--- src/rtl/bpme_ram.sv ---
// Generic single-write, single-read RAM with registered read data.
module bpme_ram #(
    parameter int W     = 32,
    parameter int DEPTH = 64,
    parameter int AW    = (DEPTH > 1) ? $clog2(DEPTH) : 1
) (
    input  logic          i_clk,
    input  logic          i_we,
    input  logic [AW-1:0] i_waddr,
    input  logic [W-1:0]  i_wdata,
    input  logic [AW-1:0] i_raddr,
    output logic [W-1:0]  o_rdata
);
    logic [W-1:0] r_mem [DEPTH];
    logic [W-1:0] r_rdata;

    always_ff @(posedge i_clk) begin
        if (i_we) begin
            r_mem[i_waddr] <= i_wdata;
        end
        r_rdata <= r_mem[i_raddr];
    end

    assign o_rdata = r_rdata;
endmodule

--- config.mk ---
export PLATFORM = sky130hd
export DESIGN_NAME = bpme_ram
export DESIGN_NICKNAME = d
export VERILOG_FILES = /design/src/rtl/bpme_ram.sv
export SDC_FILE = /design/constraint.sdc
export NUM_CORES = 2
export LEC_CHECK = 0
export ABC_AREA = 1
export BUFFER_PORTS_ARGS = -buffer_cell sky130_fd_sc_hd__buf_2
export CAP_MARGIN = 0
export CORE_MARGIN = 3
export CORE_UTILIZATION = 40
export DETAILED_ROUTE_END_ITERATION = 16
export SETUP_SLACK_MARGIN = 0.15
export SKIP_CTS_REPAIR_TIMING = 1
export SLEW_MARGIN = 20
export SYNTH_ARGS = -nofsm -noshare
export SYNTH_HDL_FRONTEND = slang
export SYNTH_SLANG_ARGS = --single-unit
--- constraint.sdc ---
create_clock -name i_clk -period 8 [get_ports i_clk]
set_input_delay 0.4 -clock i_clk [delete_from_list [all_inputs] [get_ports i_clk]]
set_output_delay 0.4 -clock i_clk [all_outputs]
set_load 0.05 [all_outputs]
# After elaboration in Yosys (flattened, before gate mapping)
# Memories as Yosys holds them, arrays and structs flattened. A register that Yosys moved wholly into a read port is not among the register bits.
# Index checks and enable logic that the tools add are counted.
[totals]
ram_bits = 2048
inputBits = 46
out_inout_bits = 32
word_cells = 3
regBits = 0
mem_count = 1
[classes]
muxes = 2
[mem_list]
columns = ["memory", "depth", "word_bits", "read_ports", "rd_clocked_by_memory_dff", "wr", "line", "rtl"]
rows = [
  ["r_mem", 64, 32, 1, 1, 1, "14", "logic [W-1:0] r_mem [DEPTH];"],
]
[op_table]
columns = ["cell", "n"]
rows = [
  ["$mux W1", 2],
]

# Depth between registers and ports, before layout
[depth]
word_depth = 2
depth_mapped = 13
ltp_nobuf = 9

# Least setup slack after synthesis
# Ideal clock, no wire load.
[synth_timing]
path_kind = "input-to-reg"
start = "in i_we"
end = "mem r_mem[48][0], enable pin"
path_stages = 3
arrival_ns = 4.028
required_ns = 7.498
setup_ns = 0.502
n_path_buf = 1
path_slack_ns = 3.470
path_cell_list = "clkbuf_1 -> nand4_1 -> nor4_1"
[synth_via]
elab_chain_cells = 2
[synth_lines]
columns = ["element", "line", "rtl"]
rows = [
  ["start, declared", "8", "input logic i_we,"],
  ["$mux W1", "18", "if (i_we) begin"],
  ["$mux W1 (not written as such)", "19", "r_mem[i_waddr] <= i_wdata;"],
  ["end, declared", "14", ""],
]
# Every way passes these cells.

==> out/results.ini <==
[drt]
dr.pass1.iters=6
ant_nets=0
drt-wirelength-per-cell_um=25.5
routed_wl_mm=244
vias_per_cell=5.57
vias=53500
drtIter0Drc=6833
drcViolationCount=0

[worst_setup_path]
cp_top_family=buffers and inverters
cp_cell_sequence=buf_8, inv_16, buf_4, nand2_1, nand3_1, nand3_1, nand3_1, nand3_1, nand2_1, nand2_1, nand2_1
crit_path_end_kind=flop
cp_num_buf_inv=3
worstSetupPathType=input port to flop
critPathArrivalTime_ns=3.91
slowest_delay_ns=0.75
crit_path_start_kind=input port
crit_required_ns=8.76
crit_fanout=209
crit_path_top_delay_cell=buf_4

[synth]
synth_seq_cells=2080
synthTopCellsByCount=nand2_1, edfxtp_1, nand3_1
yosys-top-cells-area=edfxtp_1, nand3_1, nand2_1
synthFlopType=edfxtp_1
synth_top_family_by_area=simple AND/OR/NAND/NOR gates
syn_inst=6769
ys_warn_count=0
avgSynthCellArea_um2=12.2
ys_types=16
async_flop_share_pct=0
synth_fa_ha_area_share_pct=0
synth_xor_area_share_pct=0
synth_edf_count=2048
synthesis.area_mm2=0.0827
synthMuxAreaShare_pct=0
synth-simple-area-share_pct=22.1
yosysMostFrequentCell=nand2_1
synth_compound_area_share_pct=0
yosysSeqAreaShare_pct=75.1
synth_top_area_share_pct=74.3
synthesis.nets=6815
synth_largest_area_cell=edfxtp_1

[timing]
fin_skew_ns=0.0241
setup_viol=0
final.setup.tns_ns=0
worst_pin_slew_ns=1.15
fmax_mhz=318
maxSlewViolCount=0
finalHoldViolations=0
min_period_ns=3.15
maxSlewHeadroom_pct=23.7
period_share_pct=39.4
hold_slack_ns=0.163
rsz0062_at_grt=no

[power]
p_seq_share_pct=53.1
p_int_mw=17.6
p_per_area_mw_per_mm2=247
swShare_pct=22.8
clkPwrFrac_pct=40.5
p_comb_share_pct=6.4
p_leak_nw=32.1
switchingPower_mw=5.21
irDropWorstVdd_v=0.000158

[cts]
worstSkewPairLatency_ns=0.83
cts_root_buf=clkbuf_16
cts_max_path_buffers=3
clk_pin_slew_ns=0.06
tritoncts=yes
clock_sinks=2080
htree_levels=4
cts_made_buffers=202

[status]
status=complete, no violations

[layout]
drive_gt1_share_pct=8.07
area_growth_pct=11.6
nets=6781

[grt]
grt_pass1_wl_mm=352
grt_pass1_vias=50800
gr-usage-met1_pct=31.2
grtUsageMet2_pct=36.2
busiest_layer=met2
gr-total-overflow=0
antenna_found_initial=19
met3_usage_pct=3.05
grtUsageTotal_pct=22.7
grt_max_degree=210

[die]
die_area_mm2=0.212
initial_core_util_pct=40.3
chipHeight_um=461
ioPinCount=78
die_w_um=461
coreArea_mm2=0.205
rows=166

[place]
hpwl_mm=116
port-buffer-count=77
gp_congestion=0.787

[flow_run]
drv_cap=0

[min_path]
hp-class=input port to flop

-- state kept, by name (all words and copies together), names as in the netlist --
name / count
o_rdata: 32
r_mem: 2048
-- cell type report --
class / instances / area, µm²
inverters: 12 / 81.3
multi-input cells: 4228 / 18800
fillers: 18300 / 113000
diodes: 12 / 30.0
well taps: 2688 / 3360
clock buffers: 265 / 5530
flip-flops and latches: 2080 / 62100
repair buffers: 211 / 1620
clock inverters: 106 / 832
-- power by group through the flow --
stage | clock network, mW | registers (mW) | logic, mW
2_1_floorplan | 0 | 12.4 | 0.741
3_3_place_gp | 0 | 12.4 | 1.44
3_5_place_dp | 0 | 12.4 | 1.45
4_1_cts | 9.35 | 12.1 | 1.45
5_1_grt | 9.79 | 12.1 | 1.57
6_report | 9.24 | 12.1 | 1.45
-- kinds of logic after synthesis --
kind of cell	after synthesis
buffers and inverters	461
DFF	2080
and+or+nand+nor	4228
-- worst min-delay path, cell delays in order --
cell     delay (ns)
buf_8          0.16
nand3_1        0.10
nand2_1        0.05
nand2_1        0.05
nand3_1        0.05
nand3_1        0.07
nand2_1        0.05
-- metrics by stage --
| step | cells | total power [mW] | setup WS [ns] | cell area [µm²] | utilization [%] |
|---|---|---|---|---|---|
| 2_1_floorplan | 6769 | 13.1 | 3.47 | 82700 | - |
| 3_3_place_gp | 9219 | 13.8 | 4.09 | 86000 | 41.9 |
| 3_5_place_dp | 9219 | 13.8 | 4.05 | 86000 | 41.9 |
| 4_1_cts | 9590 | 22.9 | 4.94 | 92300 | 45.0 |
| 5_1_grt | 9599 | 23.5 | 4.61 | 92400 | 45.0 |
| 6_report | 9602 | 22.8 | 4.85 | 92400 | 45.0 |
-- final timing paths --
| path | from | end | slack, ns | cells after the start |
|---|---|---|---|---|
| worst max-delay path | i_raddr[0] | o_rdata[20]$_DFF_P_ | 4.85 | 11 |
| worst min-delay path | i_raddr[2] | o_rdata[5]$_DFF_P_ | 0.16 | 7 |
| worst max register to register | r_mem[39][20]$_DFFE_PP_ | o_rdata[20]$_DFF_P_ | 6.22 | 8 |
| worst min register to register | r_mem[14][23]$_DFFE_PP_ | o_rdata[23]$_DFF_P_ | 0.81 | 8 |
-- routing by layer --
metal | vias to the layer above | part of all wire (%)
li1 | 24100 | -
met1 | 26400 | 41
met2 | 2571 | 47
met3 | 416 | 8.0
met4 | 0 | 4.3
met5 | - | 0
-- cell usage in the layout, fill, tap and decap left out, drive strengths merged --
cell,instances
dfxtp,32
clkinvlp,3
nand3,1907
clkbuf,265
diode,12
buf,211
clkinv,86
nand4,9
nor4,8
inv,17
nor2,56
nand2,2248
bufinv,12
edfxtp,2048
Note: power is estimated with default switching activity, not from simulation.
